File: src/rtl/mlc_pkg.sv
package mlc_pkg;

	localparam int INPUT_COUNT  = 784;
	localparam int HIDDEN_COUNT = 29;
	localparam int OUTPUT_COUNT = 26;

	// Hidden store rows: pixel weights plus one bias row.
	localparam int HDEPTH  = INPUT_COUNT + 1;
	localparam int HADDR_W = $clog2(HDEPTH);
	// Output store rows: one per hidden neuron plus one bias row.
	localparam int ODEPTH  = HIDDEN_COUNT + 1;
	localparam int OADDR_W = $clog2(ODEPTH);

	localparam int TAG_RAW = ($clog2(HIDDEN_COUNT + 1) > $clog2(OUTPUT_COUNT)) ?
		$clog2(HIDDEN_COUNT + 1) : $clog2(OUTPUT_COUNT);
	localparam int TAG_W   = (TAG_RAW > 5) ? TAG_RAW : 5;

	localparam int WORD_W  = 16;
	localparam int PIX_W   = 8;
	localparam int HACC_W  = 32;
	localparam int OACC_W  = 38;
	localparam int SCORE_W = 12;
	localparam int ACT_W   = SCORE_W + 1;

	typedef enum logic [1:0] {
		ACT_HWEIGHT = 2'd0,
		ACT_OWEIGHT = 2'd1,
		ACT_PIXEL   = 2'd2
	} action_t;

	typedef enum logic [2:0] {
		ST_IDLE,
		ST_LASTMAC,
		ST_BIAS,
		ST_HSHIFT,
		ST_HDRAIN,
		ST_OSHIFT,
		ST_ODRAIN
	} state_t;

	typedef struct packed {
		logic mac;
		logic bias;
		logic shift;
	} hcell_ctl_t;

	typedef struct packed {
		logic mac;
		logic shift;
	} ocell_ctl_t;

	typedef struct packed {
		logic             valid;
		logic             fb24;
		logic [TAG_W-1:0] tag;
	} sig_tap_t;

	function automatic logic [SCORE_W-1:0] sig_lookup(input logic [5:0] k);
		logic [SCORE_W-1:0] v;
		case (k)
			6'd0:  v = 12'd2048;
			6'd1:  v = 12'd2303;
			6'd2:  v = 12'd2550;
			6'd3:  v = 12'd2782;
			6'd4:  v = 12'd2994;
			6'd5:  v = 12'd3184;
			6'd6:  v = 12'd3349;
			6'd7:  v = 12'd3490;
			6'd8:  v = 12'd3608;
			6'd9:  v = 12'd3705;
			6'd10: v = 12'd3785;
			6'd11: v = 12'd3850;
			6'd12: v = 12'd3902;
			6'd13: v = 12'd3943;
			6'd14: v = 12'd3976;
			6'd15: v = 12'd4002;
			6'd16: v = 12'd4022;
			6'd17: v = 12'd4038;
			6'd18: v = 12'd4051;
			6'd19: v = 12'd4061;
			6'd20: v = 12'd4069;
			6'd21: v = 12'd4075;
			6'd22: v = 12'd4079;
			6'd23: v = 12'd4083;
			6'd24: v = 12'd4086;
			6'd25: v = 12'd4088;
			6'd26: v = 12'd4090;
			6'd27: v = 12'd4091;
			6'd28: v = 12'd4092;
			6'd29: v = 12'd4093;
			6'd30: v = 12'd4094;
			6'd31: v = 12'd4094;
			default: v = 12'd4095;
		endcase
		return v;
	endfunction

	// Linear interpolation between two neighboring table points.
	function automatic logic [SCORE_W-1:0] sig_interp(input logic [4:0] idx,
		input logic [11:0] f);
		logic [SCORE_W-1:0] lo;
		logic [SCORE_W-1:0] hi;
		logic [SCORE_W-1:0] d;
		logic [23:0]        p;
		lo = sig_lookup({1'b0, idx});
		hi = sig_lookup({1'b0, idx} + 6'd1);
		d  = hi - lo;
		p  = {12'd0, d} * {12'd0, f};
		return lo + p[23:12];
	endfunction

endpackage

File: src/rtl/mlc_sigmoid.sv
module mlc_sigmoid
	import mlc_pkg::*;
(
	input  logic                     clk,
	input  logic                     arst_n,
	input  logic signed [OACC_W-1:0] in_val,
	input  sig_tap_t                 in_tap,
	output sig_tap_t                 tap_s1,
	output sig_tap_t                 tap_s2,
	output logic [SCORE_W-1:0]       score,
	output logic                     busy
);

	logic [OACC_W-1:0]  m;
	logic [OACC_W-1:0]  m_sh;
	logic               neg_s1;
	logic               big_s1;
	logic [4:0]         idx_s1;
	logic [11:0]        f_s1;
	logic [SCORE_W:0]   s;
	logic [SCORE_W:0]   r;
	logic [SCORE_W-1:0] score_s2;
	sig_tap_t           tap1_q;
	sig_tap_t           tap2_q;

	assign m    = in_val[OACC_W-1] ? OACC_W'(-in_val) : OACC_W'(in_val);
	assign m_sh = in_tap.fb24 ? (m >> 22) : (m >> 18);

	always_ff @(posedge clk) begin
		neg_s1 <= in_val[OACC_W-1];
		big_s1 <= |m_sh[OACC_W-1:5];
		idx_s1 <= m_sh[4:0];
		f_s1   <= in_tap.fb24 ? m[23:12] : m[19:8];
	end

	always_comb begin
		s = big_s1 ? (SCORE_W + 1)'(4095) : {1'b0, sig_interp(idx_s1, f_s1)};
		r = neg_s1 ? ((SCORE_W + 1)'(4096) - s) : s;
		if (r > (SCORE_W + 1)'(4095)) begin
			r = (SCORE_W + 1)'(4095);
		end
	end

	always_ff @(posedge clk) begin
		score_s2 <= r[SCORE_W-1:0];
	end

	always_ff @(posedge clk or negedge arst_n) begin
		if (!arst_n) begin
			tap1_q <= '0;
			tap2_q <= '0;
		end else begin
			tap1_q <= in_tap;
			tap2_q <= tap1_q;
		end
	end

	assign tap_s1 = tap1_q;
	assign tap_s2 = tap2_q;
	assign score  = score_s2;
	assign busy   = tap1_q.valid || tap2_q.valid;

endmodule
File: config.mk
export PLATFORM = sky130hd
export DESIGN_NAME = mlc_sigmoid
export DESIGN_NICKNAME = d
export VERILOG_FILES = /design/src/rtl/mlc_pkg.sv /design/src/rtl/mlc_sigmoid.sv
export SDC_FILE = /design/constraint.sdc
export NUM_CORES = 1
export LEC_CHECK = 0
export CORE_MARGIN = 5
export CORE_UTILIZATION = 40
export CTS_BUF_LIST = sky130_fd_sc_hd__clkbuf_8 sky130_fd_sc_hd__clkbuf_16
export CTS_CLUSTER_DIAMETER = 30
export DETAILED_ROUTE_END_ITERATION = 10
export DONT_BUFFER_PORTS = 1
export GPL_TIMING_DRIVEN = 0
export PLACE_DENSITY = 0.58
export SKIP_CTS_REPAIR_TIMING = 1
export SLEW_MARGIN = 0
export SYNTH_ARGS = -nofsm -noshare
export SYNTH_HDL_FRONTEND = slang
export SYNTH_SLANG_ARGS = --single-unit
File: constraint.sdc
create_clock -name clk -period 13 [get_ports clk]
set_input_delay 0.65 -clock clk [delete_from_list [all_inputs] [get_ports clk]]
set_output_delay 0.65 -clock clk [all_outputs]
set_load 0.005 [all_outputs]
# Word-level counts from Yosys, hierarchy flattened
# Memories as Yosys holds them, arrays and structs flattened. A register that Yosys moved wholly into a read port is not among the register bits.
# Cells that the tools add are included.
word_totals:
  out_inout_bits: 27
  elab_cells: 28
  inputBits: 47
  rom_bits: 704
  regBits: 45
  n_memories: 2
mem_list:
  columns: ["memory", "depth", "word_bits", "rd", "rd_ports_with_merged_regs", "write_ports", "line", "text"]
  rows:
  - ["(no name shown)", 32, 11, 1, 1, 0, "mlc_pkg.sv:60", "case (k)"]
  - ["(no name shown)", 32, 11, 1, 0, 0, "mlc_pkg.sv:60", null]
op_classes:
  mul: 1
  magnitude_cmp: 1
  reduce_logical: 2
  n_addsub: 5
  mux: 6
op_table:
  columns: ["operator", "n"]
  rows:
  - ["$mux W38", 1]
  - ["$neg A38 Y38", 1]
  - ["$mux W12", 3]
  - ["$reduce_or A33 Y1", 1]
  - ["$mul A12 B12 Y24", 1]
  - ["$mux W20", 1]
  - ["$gt A13 B12 Y1 const B", 1]
  - ["$mux W13", 1]
  - ["$sub A13 B12 Y13 const A", 1]
  - ["$add A12 B12 Y12", 1]
  - ["$sub A12 B12 Y12", 1]
  - ["$add A5 B1 Y6 const B", 1]
  - ["$logic_or A1 B1 Y1", 1]

# Logic depth before layout (Yosys ltp)
# Gate-level depths: netlist (run 1).
# An unclocked memory read counts as a cell.
logic_depth:
  ltp_word: 10
  mapped_depth: 48
  ltp_nobuf: 45

# Least setup slack after synthesis (run 1)
# No wires, ideal clock.
synth_timing:
  path_kind: "reg-to-reg"
  startpoint: "register f_s1[10]"
  endpoint: "register score_s2[1] (netlist: score[1])"
  stages_incl_launch_ff: 46
  synth_period_minus_slack_ns: 10.275
  setup_time_ns: 0.077
  required_ns: 12.923
  setup_slack_ns: 2.725
  path_buffers: 3
  t_arrival_ns: 10.198
  cell_sequence: "dfxtp_1 clkbuf_1 clkinv_1 ha_1 inv_1 nor2_1 a2111oi_0 a21oi_1 a21oi_1 ha_1 inv_1 fa_1 a21o_1 a21oi_1 o21bai_1 a21oi_1 o21ai_0 a2111o_1 (+10 left out) inv_1 ha_1 o21a_1 nor2_1 a21oi_1 a21o_1 a21oi_1 xnor2_1 ha_1 clkbuf_1 nand4_1 a211o_1 nand2_1 o21ai_0 nor4b_1 nor3b_1 nand3_1 o22ai_1"
synth_via:
  elab_chain_len: 6
synth_lines:
  columns: ["item", "line", "text"]
  rows:
  - ["start, declared", "mlc_sigmoid.sv:19", "logic [11:0] f_s1;"]
  - ["start signal, assigned", "mlc_sigmoid.sv:33", "f_s1 <= in_tap.fb24 ? m[23:12] : m[19:8];"]
  - ["$mul A12 B12 Y24 (*)", "mlc_pkg.sv:108", "p = {12'd0, d} * {12'd0, f};"]
  - ["$add A12 B12 Y12 (*)", "mlc_pkg.sv:109", "return lo + p[23:12];"]
  - ["$mux W12 (*)", "mlc_sigmoid.sv:37", "s = big_s1 ? (SCORE_W + 1)'(4095) : {1'b0, sig_interp(idx_s1, f_s1)};"]
  - ["$sub A13 B12 Y13", "mlc_sigmoid.sv:38", "r = neg_s1 ? ((SCORE_W + 1)'(4096) - s) : s;"]
  - ["$mux W13 (*)", "mlc_sigmoid.sv:38", null]
  - ["$gt A13 B12 Y1", "mlc_sigmoid.sv:39", "if (r > (SCORE_W + 1)'(4095)) begin"]
  - ["end signal, assigned", "mlc_sigmoid.sv:45", "score_s2 <= r[SCORE_W-1:0];"]
  - ["end, declared", "mlc_sigmoid.sv:22", "logic [SCORE_W-1:0] score_s2;"]
# Every way passes the cells marked *; elsewhere a longest branch is shown, timed or not.
# A chain may end at the register's enable or synchronous reset.

# Final worst setup path (run 1)
# Same ends and word-level chain as after synthesis.

==> results.tsv, run 1 <==
stage	metric	value	unit
floorplan	core-area	0.02182	mm²
clocking	cts_tree	yes	
yosys	syn_nets	1318	
clocking	cts_buffers	5	
finish	syn_to_final_growth	5.752	%
route	drcViolationCount	0	
yosys	yosys.area.top_type_share	0.2284	
yosys	synth_seq_cells	54	
clocking	clock_latency	0.29	ns
worst_setup_path	cp_common_cell	fa_1	
clocking	cts_root_buf	clkbuf_16	
finish	postLayoutCoreUtil	0.4290	
route	wl_per_cell	16.09	µm
yosys	synth_area_leaders	fa_1, ha_1, dfxtp_1	
global_route	grt_pass1_vias	7450	
global_route	grt_pass1_wl	37760	µm
worst_setup_path	start_kind	flop	
route	avgViaCountPerCell	5.379	
yosys	synth_area	0.008853	mm²
run	cap_violations	0	
yosys	yosysSeqAreaShare	0.1300	
timing	tns	0	ns
floorplan	io_pins	74	
finish	fin_cells	1357	
finish	fillers	2214	
timing	skew	0.004596	ns
global_route	grt_usage	0.1763	
yosys	ys_warn_count	0	
place	gp_congestion	0.8779	
global_route	grt_antenna_before_repair	0	
timing	finalHoldViolCount	0	
route	dr.first_iter.drc_count	494	
finish	n_antenna_cell	0	
yosys	ys.flop_type	dfxtp_1	
floorplan	die_h	158.8	µm
timing	min_period_over_period	0.9233	
clocking	clkTransAtPathRegs	0.07	ns
worst_hold_path	hold_class	in2async	
floorplan	die_area	0.02521	mm²
worst_setup_path	arrival	12.21	ns
finish	nets	1325	
yosys	synth_cells	1069	
worst_setup_path	critical_path_required	13.21	ns
outcome	status	complete, no violations	
yosys	synth.most_common_cell	inv_1	
yosys	synthArstFlopShare	0.2593	
worst_setup_path	worst_path_max_delay_cell	fa_1	
route	drtPass1Iterations	5	
yosys	yosysUniqueCellTypes	74	
worst_setup_path	critPathMaxFanout	11	
timing	setup_viol	0	
timing	worstMarginPinSlew	0.9804	ns
yosys	synth-edff-count	0	
worst_setup_path	path_class	reg2reg	
timing	rsz0062_at_grt	false	
route	routed_wl	21830	µm
worst_setup_path	cpPeakStageDelay	0.58	ns
route	vias	7299	
global_route	grt_overflow	0	
clocking	clkSinkCount	54	
timing	fmax	0.08331	GHz
floorplan	start_util	0.4057	
yosys	yosysTopAreaCell	fa_1	
timing	final.min_clock_period	12.00	ns
clocking	cts.path.max_buffers	2	
floorplan	rows	54	
yosys	syn_avg_cell_area	8.282	µm²
clocking	htree_levels	2	
yosys	synth_common_cells	inv_1, nand2_1, fa_1, ha_1	
place	dpl.hpwl	18170	µm
timing	slew_headroom	0.3277	
finish	drive_gt1_frac	0.03435	
worst_setup_path	worstSetupEndpointType	flop	
route	ant_nets	0	
place	port-buffer-count	0	
place	place_inst	1349	
floorplan	die_w	158.8	µm
global_route	grt_max_degree	20	
timing	slew_viol_final	0	
-- placed cells by master, fill, tap and decap left out, drive strengths merged, types with 6 or more instances in the layout --
master   instances
nor4            11
nand3           20
or2              6
nand2          139
clkbuf          48
ha             101
nor2b           11
xnor2           27
and2            51
xor2            25
a21oi           53
dfrtp           14
a21o            13
or3              9
fa             101
o21ai           53
o211ai          15
o31ai           10
dfxtp           40
o22ai            7
a31oi           12
or4              7
mux2i            7
nor2            52
nor3            18
nand2b           7
inv            142
a2bb2oi          6
-- path summary, 6_finish.rpt --
path | startpoint | endpoint | cells after the start | slack (ns)
max | f_s1[10]$_DFF_P_ | score[1]$_SDFF_PN1_ | 43 | 1.0
min | arst_n | tap_s2[6]$_DFF_PN0_ | 0 | 0.04
max reg2reg | f_s1[10]$_DFF_P_ | score[1]$_SDFF_PN1_ | 43 | 1.0
min reg2reg | tap_s1[1]$_DFF_PN0_ | tap_s2[1]$_DFF_PN0_ | 0 | 0.40
max in group asynchronous | arst_n | tap_s1[1]$_DFF_PN0_ | 0 | 12.89
min in group clk | in_val[37] | neg_s1$_DFF_P_ | 0 | 0.38
-- logic make-up (layout without fill, tap and decap cells) --
family | Yosys count | after routing | synth area share
DFF | 54 | 54 | 0.1300
xor gates and xnor gates | 52 | 52 | 0.05144
adders and majority gates | 202 | 202 | 0.3711
AOI/OAI and AO/OA | 212 | 212 | 0.1546
buffers and inverters | 192 | 200 | 0.08564
and+or+nand+nor | 346 | 346 | 0.1915
muxes | 11 | 11 | 0.01569
-- metal layers --
layer	track usage	vias to the layer above	wire, µm
li1	-	3600	-
met1	0.2533	3479	10340
met2	0.2845	193	10020
met3	0.02100	27	1005
met4	0.04145	0	467
met5	0	-	0
-- critical path, delay by kind of cell, from the launching register on --
kind            cells  cell delay [ns]
simple gates       10             2.21
buf+inv             8             1.45
xor+xnor            1             0.20
flops               1             0.43
compound gates     14             3.34
fa+ha+maj          10             4.30
-- final cells by class --
cell class              instances  area (µm²)  area share
plain buffers                  48       219.0     0.02339
clock buffers                   5       125.1     0.01336
clock inverters                 3       28.78    0.003074
inverters                     144       544.3     0.05813
multi-input cells             823        6944      0.7417
flip-flops and latches         54        1151      0.1229
well taps                     280       350.3     0.03742
-- metrics by stage --
stage               cell area, µm²  setup WS [ns]  hold WS [ns]
CTS                           9358         0.6729       0.03424
global route                  9363         0.1090       0.02283
detailed placement            9204         0.7943        0.3547
global placement              9204         0.8047        0.3547
finish                        9363         0.9968       0.04215
floorplan                     8853          2.725        0.3544
Power of run 1 is not shown: default switching activity piles up to over one toggle a cycle in this logic, so the estimate is an artifact.
==> run 2: changes to the inputs <==
- clock period: 13 -> 13.5 ns (I/O delays scaled with it)
==> run 2 against run 1 <==
  * Clock skew barely moved
  * Setup slack better by 0.15 ns
  * Sequential cell count unchanged
  * Via count about the same
  * Cell count did not move
  * Cell area about the same
==> results.tsv, run 2 (synthesis gave the netlist of run 1 again) <==
stage	metric	value	unit	change
worst_setup_path	path_class	reg2reg		unchanged
route	dr.first_iter.drc_count	494		unchanged
route	drtPass1Iterations	5		unchanged
global_route	grt_usage	0.1763		unchanged
timing	setup_viol	0		unchanged
timing	tns	0	ns	unchanged
route	wl_per_cell	16.09	µm	about the same
finish	n_antenna_cell	0		unchanged
worst_setup_path	worstSetupEndpointType	flop		unchanged
floorplan	die_area	0.02521	mm²	unchanged
timing	final.min_clock_period	12.35	ns	was 12.00 ns
timing	slew_viol_final	0		unchanged
finish	final_common_cell	inv_1		unchanged
worst_setup_path	arrival	12.56	ns	was 12.21 ns
clocking	cts_buffers	5		unchanged
timing	rsz0062_at_grt	false		unchanged
clocking	cts.path.max_buffers	2		unchanged
floorplan	rows	54		unchanged
timing	slew_headroom	0.3411		was 0.3277
clocking	cts_root_buf	clkbuf_16		unchanged
worst_setup_path	cpPeakStageDelay	0.58	ns	about the same
worst_setup_path	critPathMaxFanout	11		unchanged
timing	min_period_over_period	0.9148		was 0.9233
route	ant_nets	0		unchanged
timing	finalWorstSetupSlack	1.150	ns	was 0.9968 ns
worst_setup_path	worst_path_max_delay_cell	fa_1		unchanged
timing	finalHoldViolCount	0		unchanged
global_route	grt_pass1_vias	7450		unchanged
place	dpl.hpwl	18170	µm	unchanged
finish	fillers	2215		was 2214
route	drcViolationCount	0		unchanged
global_route	grt_overflow	0		unchanged
place	port-buffer-count	0		unchanged
clocking	htree_levels	2		unchanged
finish	final_cell_mix	inv_1, nand2_1, fa_1, ha_1		unchanged
timing	skew	0.004591	ns	was 0.004596 ns
finish	drive_gt1_frac	0.03250		was 0.03435
floorplan	start_util	0.4057		unchanged
worst_setup_path	start_kind	flop		unchanged
clocking	cts_tree	yes		unchanged
clocking	clkSinkCount	54		unchanged
finish	nets	1325		unchanged
floorplan	io_pins	74		unchanged
place	pre_cts_slack	1.294	ns	was 0.7943 ns
worst_setup_path	cp_common_cell	fa_1		unchanged
floorplan	core-area	0.02182	mm²	unchanged
clocking	clock_latency	0.29	ns	about the same
worst_hold_path	hold_class	in2async		unchanged
timing	fmax	0.08097	GHz	was 0.08331 GHz
place	gp_congestion	0.8779		unchanged
global_route	grt_antenna_before_repair	0		unchanged
outcome	status	complete, no violations		unchanged
global_route	grt_max_degree	20		unchanged
floorplan	die_h	158.8	µm	unchanged
route	avgViaCountPerCell	5.383		was 5.379
floorplan	die_w	158.8	µm	unchanged
timing	worstMarginPinSlew	0.9609	ns	was 0.9804 ns
route	routed_wl	21830	µm	about the same
global_route	grt_pass1_wl	37760	µm	unchanged
clocking	clkTransAtPathRegs	0.07	ns	about the same
worst_setup_path	critical_path_required	13.71	ns	was 13.21 ns
run	cap_violations	0		unchanged
route	vias	7305		was 7299
finish	syn_to_final_growth	5.695	%	was 5.752%
run 2: changes by cell type in the layout (fill, tap and decap cells not counted), sizes merged:
cell,previous run,this run
clkinv,4,5
clkinvlp,1,0
run 2: final cells by class:
cell class	count	area, µm²	share of cell area
Inverter	144	540.5	0.05776
Tap cell	280	350.3	0.03744
Sequential cell	54	1151	0.1230
Buffer	48	217.7	0.02327
Multi-Input combinational cell	823	6944	0.7421
Clock inverter	3	28.78	0.003075
Clock buffer	5	125.1	0.01337
run 2: critical path: cells and delay by family, from the launching register on:
family                   cells  cell delay [ns]
AND/OR/NAND/NOR             10             2.21
XOR/XNOR                     1             0.20
buffers and inverters        8             1.72
adder cells (fa/ha/maj)     10             4.37
flip-flops                   1             0.43
AO/OA/AOI/OAI               14             3.33
run 2: per-layer routing:
layer  wire [µm]  share of wire  GRT usage
met1       10320           0.47     0.2533
met2       10030           0.46     0.2845
met4         463          0.021    0.04145
met5           0              0          0
met3        1025          0.047    0.02100
run 2: stage by stage:
stage          utilization  hold WS (ns)  instances  cell area (µm²)
2_1_floorplan            -        0.3757       1069             8853
6_report            0.4288       0.06717       1357             9358
3_3_place_gp        0.4217        0.3797       1349             9204
3_5_place_dp        0.4217        0.3797       1349             9204
5_1_grt             0.4288       0.04783       1357             9358
4_1_cts             0.4288       0.05924       1357             9358
run 2: path summary, 6_finish.rpt:
check,startpoint,to,slack (ns),depth (start not counted)
max,f_s1[10]$_DFF_P_,score[1]$_SDFF_PN1_,1.15,43
min,arst_n,tap_s2[6]$_DFF_PN0_,0.07,0
max reg2reg,f_s1[10]$_DFF_P_,score[1]$_SDFF_PN1_,1.15,43
min reg2reg,tap_s1[1]$_DFF_PN0_,tap_s2[1]$_DFF_PN0_,0.40,0
max in group asynchronous,arst_n,tap_s1[1]$_DFF_PN0_,13.36,0
min in group clk,tap_s1[1]$_DFF_PN0_,tap_s2[1]$_DFF_PN0_,0.40,0
Power of run 2 is left out for the same reason.
