[config.mk]
export PLATFORM = sky130hd
export DESIGN_NAME = mlc_ocell
export DESIGN_NICKNAME = d
export VERILOG_FILES = /design/src/rtl/mlc_pkg.sv /design/src/rtl/mlc_ram.sv /design/src/rtl/mlc_ocell.sv
export SDC_FILE = /design/constraint.sdc
export NUM_CORES = 1
export LEC_CHECK = 0
export BUFFER_PORTS_ARGS = -buffer_cell sky130_fd_sc_hd__buf_2
export CORE_MARGIN = 2
export CORE_UTILIZATION = 40
export DETAILED_ROUTE_END_ITERATION = 12
export RECOVER_POWER = 50
export SYNTH_ARGS = -nofsm -noshare
export SYNTH_HDL_FRONTEND = slang
export SYNTH_HIERARCHICAL = 1
export SYNTH_SLANG_ARGS = --single-unit
[constraint.sdc]
create_clock -name clk -period 15 [get_ports clk]
set_clock_uncertainty 0.2 [all_clocks]
set_input_delay 0.75 -clock clk [delete_from_list [all_inputs] [get_ports clk]]
set_output_delay 0.75 -clock clk [all_outputs]
set_load 0.02 [all_outputs]
[src/rtl/mlc_pkg.sv]
package mlc_pkg;

	localparam int INPUT_COUNT  = 784;
	localparam int HIDDEN_COUNT = 29;
	localparam int OUTPUT_COUNT = 26;

	// Hidden store rows: pixel weights plus one bias row.
	localparam int HDEPTH  = INPUT_COUNT + 1;
	localparam int HADDR_W = $clog2(HDEPTH);
	// Output store rows: one per hidden neuron plus one bias row.
	localparam int ODEPTH  = HIDDEN_COUNT + 1;
	localparam int OADDR_W = $clog2(ODEPTH);

	localparam int TAG_RAW = ($clog2(HIDDEN_COUNT + 1) > $clog2(OUTPUT_COUNT)) ?
		$clog2(HIDDEN_COUNT + 1) : $clog2(OUTPUT_COUNT);
	localparam int TAG_W   = (TAG_RAW > 5) ? TAG_RAW : 5;

	localparam int WORD_W  = 16;
	localparam int PIX_W   = 8;
	localparam int HACC_W  = 32;
	localparam int OACC_W  = 38;
	localparam int SCORE_W = 12;
	localparam int ACT_W   = SCORE_W + 1;

	typedef enum logic [1:0] {
		ACT_HWEIGHT = 2'd0,
		ACT_OWEIGHT = 2'd1,
		ACT_PIXEL   = 2'd2
	} action_t;

	typedef enum logic [2:0] {
		ST_IDLE,
		ST_LASTMAC,
		ST_BIAS,
		ST_HSHIFT,
		ST_HDRAIN,
		ST_OSHIFT,
		ST_ODRAIN
	} state_t;

	typedef struct packed {
		logic mac;
		logic bias;
		logic shift;
	} hcell_ctl_t;

	typedef struct packed {
		logic mac;
		logic shift;
	} ocell_ctl_t;

	typedef struct packed {
		logic             valid;
		logic             fb24;
		logic [TAG_W-1:0] tag;
	} sig_tap_t;

	function automatic logic [SCORE_W-1:0] sig_lookup(input logic [5:0] k);
		logic [SCORE_W-1:0] v;
		case (k)
			6'd0:  v = 12'd2048;
			6'd1:  v = 12'd2303;
			6'd2:  v = 12'd2550;
			6'd3:  v = 12'd2782;
			6'd4:  v = 12'd2994;
			6'd5:  v = 12'd3184;
			6'd6:  v = 12'd3349;
			6'd7:  v = 12'd3490;
			6'd8:  v = 12'd3608;
			6'd9:  v = 12'd3705;
			6'd10: v = 12'd3785;
			6'd11: v = 12'd3850;
			6'd12: v = 12'd3902;
			6'd13: v = 12'd3943;
			6'd14: v = 12'd3976;
			6'd15: v = 12'd4002;
			6'd16: v = 12'd4022;
			6'd17: v = 12'd4038;
			6'd18: v = 12'd4051;
			6'd19: v = 12'd4061;
			6'd20: v = 12'd4069;
			6'd21: v = 12'd4075;
			6'd22: v = 12'd4079;
			6'd23: v = 12'd4083;
			6'd24: v = 12'd4086;
			6'd25: v = 12'd4088;
			6'd26: v = 12'd4090;
			6'd27: v = 12'd4091;
			6'd28: v = 12'd4092;
			6'd29: v = 12'd4093;
			6'd30: v = 12'd4094;
			6'd31: v = 12'd4094;
			default: v = 12'd4095;
		endcase
		return v;
	endfunction

	// Linear interpolation between two neighboring table points.
	function automatic logic [SCORE_W-1:0] sig_interp(input logic [4:0] idx,
		input logic [11:0] f);
		logic [SCORE_W-1:0] lo;
		logic [SCORE_W-1:0] hi;
		logic [SCORE_W-1:0] d;
		logic [23:0]        p;
		lo = sig_lookup({1'b0, idx});
		hi = sig_lookup({1'b0, idx} + 6'd1);
		d  = hi - lo;
		p  = {12'd0, d} * {12'd0, f};
		return lo + p[23:12];
	endfunction

endpackage

[src/rtl/mlc_ram.sv]
module mlc_ram #(
	parameter int WIDTH = 16,
	parameter int DEPTH = 32
) (
	input  logic                     clk,
	input  logic                     we,
	input  logic [$clog2(DEPTH)-1:0] waddr,
	input  logic [WIDTH-1:0]         wdata,
	input  logic                     re,
	input  logic [$clog2(DEPTH)-1:0] raddr,
	output logic [WIDTH-1:0]         rdata
);

	logic [WIDTH-1:0] mem_q [DEPTH];

	always_ff @(posedge clk) begin
		if (we) begin
			mem_q[waddr] <= wdata;
		end
		if (re) begin
			rdata <= mem_q[raddr];
		end
	end

endmodule

[src/rtl/mlc_ocell.sv]
module mlc_ocell
	import mlc_pkg::*;
(
	input  logic                     clk,
	input  logic                     arst_n,
	input  logic                     wr_en,
	input  logic [OADDR_W-1:0]       wr_addr,
	input  logic signed [WORD_W-1:0] wr_data,
	input  logic                     rd_en,
	input  logic [OADDR_W-1:0]       rd_addr,
	input  ocell_ctl_t               ctl,
	input  logic [ACT_W-1:0]         act,
	input  logic signed [OACC_W-1:0] shift_in,
	output logic signed [OACC_W-1:0] acc
);

	logic [WORD_W-1:0]               w_raw;
	logic signed [WORD_W+ACT_W:0]    prod;
	logic signed [OACC_W-1:0]        acc_q;

	mlc_ram #(.WIDTH(WORD_W), .DEPTH(ODEPTH)) u_ram (
		.clk   (clk),
		.we    (wr_en),
		.waddr (wr_addr),
		.wdata (wr_data),
		.re    (rd_en),
		.raddr (rd_addr),
		.rdata (w_raw)
	);

	assign prod = $signed(w_raw) * $signed({1'b0, act});

	always_ff @(posedge clk or negedge arst_n) begin
		if (!arst_n) begin
			acc_q <= '0;
		end else if (ctl.shift) begin
			acc_q <= shift_in;
		end else if (ctl.mac) begin
			acc_q <= acc_q + OACC_W'(prod);
		end
	end

	assign acc = acc_q;

endmodule

## Word level (Yosys, flattened, before mapping)

Memories as Yosys holds them, arrays and structs flattened. A register that Yosys moved wholly into a read port is not among the register bits.
Cells that the tools add are included.

| word-level totals | value |
|---|---|
| flip-flop bits (word level) | 38 |
| RAM bits | 480 |
| word-level logic and storage cells | 9 |
| memories | 1 |

| cells by class | value |
|---|---|
| add/sub/neg operators | 1 |
| $mul | 1 |
| mux-type cells | 4 |
| reduce and logical (&&, ||, !) cells | 1 |

Memories:

| memory | words | bits a word | read ports | clocked after memory_dff | wr ports | line | source |
|---|---|---|---|---|---|---|---|
| u_ram.mem_q | 30 | 16 | 1 | 1 | 1 | mlc_ram.sv:14 | `logic [WIDTH-1:0] mem_q [DEPTH];` |

Operators by type and width:

| cell | number |
|---|---|
| $mux W38 | 2 |
| $add A38 B30 Y38 | 1 |
| $mul A16 B14 Y30 | 1 |
| $mux W1 | 2 |
| $reduce_bool A2 Y1 | 1 |

## Depth between registers and ports, before layout

Gate-level depths: netlist of run 1.

| depth | value |
|---|---|
| depth after elaboration | 4 |
| depth in mapped cells | 23 |

## Cells and area by module

Netlist of run 1, hierarchy kept.

By module, submodules not included:

| module | instances | cells each | area an instance (µm²) |
|---|---|---|---|
| mlc_ram | 1 | 941 | 19293.5 |
| mlc_ocell | 1 | 1299 | 12325.6 |

## Worst setup path after synthesis of run 1

Ideal clock, no wire load.

| timing | value |
|---|---|
| path type | in2reg |
| start point | input port act[0] |
| end point | register acc_q[37], in the netlist acc[37] |
| arrival time | 6.924 ns |
| required time | 14.724 ns |
| path slack | 7.800 ns |
| stages | 23 |
| path buffers | 1 |
| cells stage by stage | clkbuf_1 nand2_1 inv_1 fa_1 inv_1 fa_1 inv_1 fa_1 fa_1 fa_1 inv_1 fa_1 inv_1 ha_1 a21oi_2 a21boi_1 a311oi_2 and4bb_1 a211oi_2 o41a_1 nor4_1 a311oi_1 o21ai_1 |

| on the way | value |
|---|---|
| cells in the longest elaborated chain, start to end | 4 |

Ends and longest elaborated chain:

| item | line | source |
|---|---|---|
| start, declared | mlc_ocell.sv:12 | `input logic [ACT_W-1:0] act,` |
| $mul A16 B14 Y30 | mlc_ocell.sv:31 | `assign prod = $signed(w_raw) * $signed({1'b0, act});` |
| $add A38 B30 Y38 | mlc_ocell.sv:39 | `acc_q <= acc_q + OACC_W'(prod);` |
| $mux W38 | mlc_ocell.sv:38 | `end else if (ctl.mac) begin` |
| $mux W38 | mlc_ocell.sv:36 | `end else if (ctl.shift) begin` |
| end signal, assigned | mlc_ocell.sv:37 | `acc_q <= shift_in;` |
| end signal, assigned | mlc_ocell.sv:39 |  |
| end, declared | mlc_ocell.sv:19 | `logic signed [OACC_W-1:0] acc_q;` |

Every way passes these cells. The select of a mux whose other input is x is not followed.
A chain may end at the register's enable or synchronous reset.

## Final worst setup path of run 1

| timing | value |
|---|---|
| start point | register u_ram.rdata[15] (read register of u_ram.mem_q) |
| end point | register acc_q[36], in the netlist acc[36] |

| on the way | value |
|---|---|
| cells in the longest elaborated chain, start to end | 4 |

Ends and longest elaborated chain:

| item | line | source |
|---|---|---|
| start, declared | mlc_ram.sv:11 | `output logic [WIDTH-1:0] rdata` |
| $mul A16 B14 Y30 | mlc_ocell.sv:31 |  |
| $add A38 B30 Y38 | mlc_ocell.sv:39 |  |
| $mux W38 | mlc_ocell.sv:38 |  |
| $mux W38 | mlc_ocell.sv:36 |  |

Every way passes these cells. The select of a mux whose other input is x is not followed.

==> qor.txt, run 1 <==
status - finished with violations
violations in the final reports - capacitance limit, slew limit
number of global-route vias before repair - 19.3k
DP HPWL - 52500 um
library cell used as clock root buffer - sky130_fd_sc_hd__clkbuf_16
setup tns final - 0 ns
Synth top cells by count - sky130_fd_sc_hd__edfxtp_1, sky130_fd_sc_hd__inv_1, sky130_fd_sc_hd__fa_1
adder-cell share of the synthesized area - 21.6%
H-tree levels - 2
worst endpoint data arrival time - 7.91 ns
setup repair after global routing missed its margin - false
dominant synthesized flop cell - sky130_fd_sc_hd__edfxtp_1
overall routing resource usage - 18.7%
post-placement worst setup slack - 7.01 ns
count of non-filler cells in the finished layout - 3463
area fraction in compound gates after synthesis - 5.28%
post-DR vias/cell - 5.20
number of cells after detailed placement - 3356
count of boundary I/O pins - 121
drt first-iter violations - 1270
Hold WC Path Type - in -> reg
flops & latches, synth - 534
std cell rows - 103
Gate Count Post-Synth - 2240
biggest area contributors in the synthesized netlist - sky130_fd_sc_hd__edfxtp_1, sky130_fd_sc_hd__fa_1, sky130_fd_sc_hd__mux4_2
number of distinct library cells after synthesis - 82
count leader, synth - sky130_fd_sc_hd__edfxtp_1
endpoint class of the critical path - register
Clk pin slew, worst setup/hold paths - 0.06 ns
Post-CTS Setup Bufs - 0
post-route fraction of the period consumed by the critical path - 50.7%
global-route wire length before repair - 116000 um
mux share of post-synthesis cell area - 9.24%
worst hold slack - 0.141 ns
Core ar. - 78600 um2
leading area contributor after synthesis - sky130_fd_sc_hd__edfxtp_1
Post-Synth XOR/XNOR Area - 0.969%
detail-routed net length per standard cell - 21.6 um
number of hold violations in the final report - 0
first-pass iteration count of the detailed router - 5
share of synthesized registers carrying an async set or reset - 7.12%
post-synthesis to final-layout area growth - 11.5%
TritonCTS clock tree - yes
final setup vio count - 0
Initial Util - 40.2%
combinational family with the most area after synthesis - adder cells
ratio of cells with drive above 1 in the final layout - 14.3%
source-to-sink clock delay at the later pin of the worst-skew pair - 0.66 ns
Cell Area, Synth - 31600 um2
die outline area - 81300 um2
total inserted antenna cells - 0
maximum number of pins on one net before global-route repair - 75
TritonCTS buffer count - 58
post-detailed-route DRC marker count - 0
via total after detailed routing - 18.0k
Peak Freq - 131 MHz
DIE WIDTH - 285 um
GR Overflow Total - 0
Mapped Nets - 2697
buffers from clock root to sink, at most - 3
Slew Limit Fails - 39
number of sinks handled by clock tree synthesis - 534
placer congestion estimate - 0.879
number of synthesized flops with an enable pin - 496
height of the chip - 285 um
simple-gate area share of the yosys netlist - 7.23%
Detailed Route WL - 74700 um
antenna violations before repair - 2
Tmin final - 7.61 ns
count of warnings emitted by yosys - 6
Crit Path Max Fanout - 17
Avg Inst Size Synth - 14.1 um2
worst-case headroom to the max-slew limit - -43.2%
max-capacitance violation count - 1
post-CTS sizing - 0
final worst slack - 7.39 ns
Layout Nets - 2823
hold bufs inserted after CTS - 0
number of I/O port buffers - 120
startpoint type of the worst setup path - register
kind of critical path - reg -> reg
critical path data required time - 15.31 ns
share of the synthesized area in the top cell type - 47.1%
DRT antenna net count - 0
worst slew pin tran - 2.15 ns
share of synthesized area occupied by flip-flops and latches - 50.1%
registers in the layout, summed over array words and instances, names as in the netlist:
name / count
acc: 38
u_ram/mem_q: 480
u_ram/rdata: 16
cells in the final DEF, fill, tap and decap left out, drive strengths merged, types with 23 or more instances in the layout:
| cell | n |
|---|---|
| clkbuf | 91 |
| mux2 | 32 |
| edfxtp | 496 |
| mux4 | 73 |
| clkinv | 24 |
| nor2 | 62 |
| a22oi | 23 |
| buf | 136 |
| ha | 86 |
| o21ai | 53 |
| o22ai | 23 |
| fa | 288 |
| a21oi | 47 |
| inv | 321 |
| and2 | 138 |
| mux2i | 86 |
| dfrtp | 38 |
| nand2 | 156 |
per-layer routing:
metal / global-route usage (%) / part of all wire (%) / up-vias
li1: - / - / 8050
met1: 25.8 / 44 / 9371
met2: 31.3 / 49 / 473
met3: 2.34 / 4.8 / 113
met4: 5.00 / 2.3 / 0
met5: 0 / 0 / -
area by class of cell:
type / instances / area, um2
fillers: 7042 / 43400
flip-flops and latches: 534 / 15800
multi-input cells: 1295 / 14000
clock buffers: 68 / 1530
well taps: 1050 / 1310
inverters: 318 / 1190
repair buffers: 159 / 870
clock inverters: 39 / 484
path summary, 6_finish.rpt:
path	depth (start not counted)	slack, ns	endpoint	from
worst max-delay path	21	7.39	acc[36]	u_ram/rdata[15]
worst min-delay path	3	0.14	acc[11]	shift_in[11]
worst max register to register	21	7.39	acc[36]	u_ram/rdata[15]
worst min register to register	2	0.41	acc[16]	acc[16]
max in group asynchronous	1	12.80	acc[2]	arst_n
min in group asynchronous	1	0.56	acc[36]	arst_n
critical path, stage by stage (launching register included):
cell,delay [ns]
sky130_fd_sc_hd__edfxtp_1,0.68
sky130_fd_sc_hd__and2_1,0.79
sky130_fd_sc_hd__inv_1,0.40
sky130_fd_sc_hd__fa_1,0.57
sky130_fd_sc_hd__fa_1,0.55
sky130_fd_sc_hd__inv_1,0.06
sky130_fd_sc_hd__fa_1,0.48
sky130_fd_sc_hd__fa_1,0.50
sky130_fd_sc_hd__fa_1,0.49
sky130_fd_sc_hd__inv_1,0.05
sky130_fd_sc_hd__fa_1,0.48
sky130_fd_sc_hd__inv_1,0.04
sky130_fd_sc_hd__ha_1,0.38
sky130_fd_sc_hd__and4_2,0.28
sky130_fd_sc_hd__and2_1,0.15
sky130_fd_sc_hd__nand2_1,0.06
sky130_fd_sc_hd__o31a_2,0.39
sky130_fd_sc_hd__o211ai_2,0.22
sky130_fd_sc_hd__a31oi_2,0.14
sky130_fd_sc_hd__o21ai_1,0.18
sky130_fd_sc_hd__mux2_1,0.34
sky130_fd_sc_hd__o311ai_1,0.08
per-stage QoR:
step / utilization [%] / instance area, um2
after floorplan: - / 31600
after global placement: 42.3 / 33300
after detailed placement: 42.3 / 33300
after CTS: 44.9 / 35300
after global routing: 44.9 / 35300
final: 44.9 / 35300
cell families after synthesis:
group | after synthesis
xor+xnor | 35
compound gates | 242
flops | 534
fa+ha+maj | 374
buf+inv | 411
simple gates | 453
mux | 191
Power of run 1 is left out: the tool's default activity adds up to more than one toggle a clock period on the data nets, which glitch-free logic cannot reach.
==> inputs of run 2 (changes only) <==
Clock period 15 ns to 7.8 ns, I/O delays scaled along.
==> qor.txt, run 2 (same netlist as run 1, synthesis figures left out) <==
number of I/O port buffers - 120 (unchanged)
highest-count cells in the layout ignoring fill and taps - sky130_fd_sc_hd__edfxtp_1, sky130_fd_sc_hd__inv_1, sky130_fd_sc_hd__fa_1
endpoint class of the critical path - register
status - complete, no violations
Clk pin slew, worst setup/hold paths - 0.06 ns (about the same)
Cells on Worst Hold Path - 3 (unchanged)
number of fillers in the final layout - 6979 (-0.89%)
Layout Nets - 2864 (+1.5%)
worst-case headroom to the max-slew limit - 2.04% (+45 points)
DIE WIDTH - 285 um (unchanged)
startpoint type of the worst setup path - register
post-synthesis to final-layout area growth - 12.2%
count of non-filler cells in the finished layout - 3500 (+1.1%)
source-to-sink clock delay at the later pin of the worst-skew pair - 0.65 ns (about the same)
Initial Util - 40.2% (unchanged)
setup repair after global routing missed its margin - false
Placed Instance Area - 33300 um2 (about the same)
count of boundary I/O pins - 121 (unchanged)
most frequent standard cell in the layout excluding fill and tap cells - sky130_fd_sc_hd__edfxtp_1
antenna violations before repair - 4 (+2)
die outline area - 81300 um2 (unchanged)
number of cells after detailed placement - 3360 (+0.12%)
ratio of cells with drive above 1 in the final layout - 13.4% (-0.90 points)
kind of critical path - reg -> reg
height of the chip - 285 um (unchanged)
Core ar. - 78600 um2 (unchanged)
maximum number of pins on one net before global-route repair - 75 (unchanged)
TritonCTS clock tree - yes
post-route fraction of the period consumed by the critical path - 90.0% (+39 points)
GR Overflow Total - 0 (unchanged)
Tmin final - 7.02 ns (-0.583 ns)
flip-flop count of the largest register after layout - 480 (unchanged)
depth of the worst register-to-register path - 21 (unchanged)
detail-routed net length per standard cell - 21.6 um (+0.31%)
final design instance area without fill - 35500 um2 (+0.57%)
placer congestion estimate - 0.867 (-1.4%)
Detailed Route WL - 75700 um (+1.4%)
worst slew pin tran - 1.47 ns (-0.679 ns)
Peak Freq - 142 MHz (+8.3%)
std cell rows - 103 (unchanged)
global-route wire length before repair - 118000 um (+1.2%)
post-DR vias/cell - 5.21 (+0.27%)
drt first-iter violations - 1161 (-8.6%)
number of sinks handled by clock tree synthesis - 534 (unchanged)
Crit Path Max Fanout - 13 (-4)
register with the highest flop count - u_ram/mem_q
max-capacitance violation count - 0 (-1)
overall routing resource usage - 18.9% (+0.21 points)
H-tree levels - 2 (unchanged)
DP HPWL - 53000 um (+0.94%)
setup tns final - 0 ns (unchanged)
Slew Limit Fails - 0 (-100%)
TritonCTS buffer count - 56 (-3.4%)
critical path data required time - 8.13 ns (-7.18 ns)
library cell used as clock root buffer - sky130_fd_sc_hd__clkbuf_16
final setup vio count - 0 (unchanged)
post-detailed-route DRC marker count - 0 (unchanged)
worst endpoint data arrival time - 7.36 ns (-0.55 ns)
buffers from clock root to sink, at most - 3 (unchanged)
number of hold violations in the final report - 0 (unchanged)
number of global-route vias before repair - 19.7k (+2.2%)
first-pass iteration count of the detailed router - 5 (unchanged)
Hold WC Path Type - in -> reg
via total after detailed routing - 18.2k (+1.3%)
post-CTS sizing - 0 (unchanged)
DRT antenna net count - 0 (unchanged)
==> run 2: cell count changes in the layout (fill, tap and decap cells not counted), moves of 2 or more <==
| cell | previous run | this run |
|---|---|---|
| sky130_fd_sc_hd__clkinv_1 | 7 | 15 |
| sky130_fd_sc_hd__clkbuf_8 | 3 | 1 |
| sky130_fd_sc_hd__buf_4 | 37 | 39 |
| sky130_fd_sc_hd__clkinv_2 | 13 | 6 |
| sky130_fd_sc_hd__inv_6 | 2 | 0 |
| sky130_fd_sc_hd__bufinv_16 | 8 | 5 |
| sky130_fd_sc_hd__clkbuf_16 | 59 | 56 |
| sky130_fd_sc_hd__clkbuf_1 | 29 | 35 |
| sky130_fd_sc_hd__dlygate4sd3_1 | 0 | 39 |
==> run 2: stage by stage <==
stage	worst slack [ns]	util, %	hold slack (ns)
6_report	0.777	45.1	0.136
3_5_place_dp	0.642	42.4	0.387
5_1_grt	0.321	45.1	0.142
4_1_cts	0.792	45.2	0.00182
2_1_floorplan	0.902	-	-0.106
3_3_place_gp	0.759	42.4	0.371
==> run 2: final cells by class <==
| class | count | area [um2] | share of cell area (%) |
|---|---|---|---|
| flip-flops and latches | 534 | 15800 | 44.7 |
| repair buffers | 202 | 1280 | 3.62 |
| diodes | 1 | 2.50 | 0.00706 |
| clock inverters | 33 | 357 | 1.01 |
| multi-input cells | 1295 | 14000 | 39.6 |
| clock buffers | 67 | 1440 | 4.07 |
| well taps | 1050 | 1310 | 3.70 |
| inverters | 318 | 1190 | 3.37 |
==> run 2: repair_timing <==
action	CTS	global route
hold buffers	39	0
hold endpoints to repair	76	0
setup buffers	0	0
==> run 2: path summary, 6_finish.rpt <==
kind / end / slack (ns) / startpoint
setup / recovery: acc[37] / 0.78 / u_ram/rdata[15]
hold / removal: u_ram/mem_q[8][5] / 0.14 / wr_addr[3]
setup reg to reg: acc[37] / 0.78 / u_ram/rdata[15]
hold reg to reg: acc[19] / 0.40 / acc[19]
max in group asynchronous: acc[9] / 6.54 / arst_n
min in group asynchronous: acc[35] / 0.26 / arst_n
==> run 2: worst max-delay path: stages (launching register included) <==
cell and delay [ns]:
sky130_fd_sc_hd__edfxtp_1 0.63, sky130_fd_sc_hd__nand2_1 0.29, sky130_fd_sc_hd__buf_4 0.25, sky130_fd_sc_hd__fa_1 0.51, sky130_fd_sc_hd__fa_1 0.55, sky130_fd_sc_hd__inv_1 0.06
sky130_fd_sc_hd__fa_1 0.49, sky130_fd_sc_hd__fa_1 0.51, sky130_fd_sc_hd__fa_1 0.50, sky130_fd_sc_hd__inv_1 0.06, sky130_fd_sc_hd__fa_1 0.48, sky130_fd_sc_hd__inv_1 0.04
sky130_fd_sc_hd__ha_1 0.37, sky130_fd_sc_hd__a21oi_4 0.18, sky130_fd_sc_hd__o21ai_2 0.10, sky130_fd_sc_hd__a311oi_2 0.38, sky130_fd_sc_hd__and4bb_1 0.29, sky130_fd_sc_hd__a211oi_2 0.10
sky130_fd_sc_hd__o41a_1 0.43, sky130_fd_sc_hd__nor4_1 0.29, sky130_fd_sc_hd__a311oi_1 0.09, sky130_fd_sc_hd__o21ai_1 0.13
==> run 2: routing by layer <==
metal,vias up,part of all wire (%),global-route usage [%]
met2,521,49,31.7
met5,-,0.0092,0
met4,2,2.4,4.92
met1,9482,44,26.2
li1,8119,-,-
met3,125,5.2,2.30
Power of run 2 is left out for the same reason.
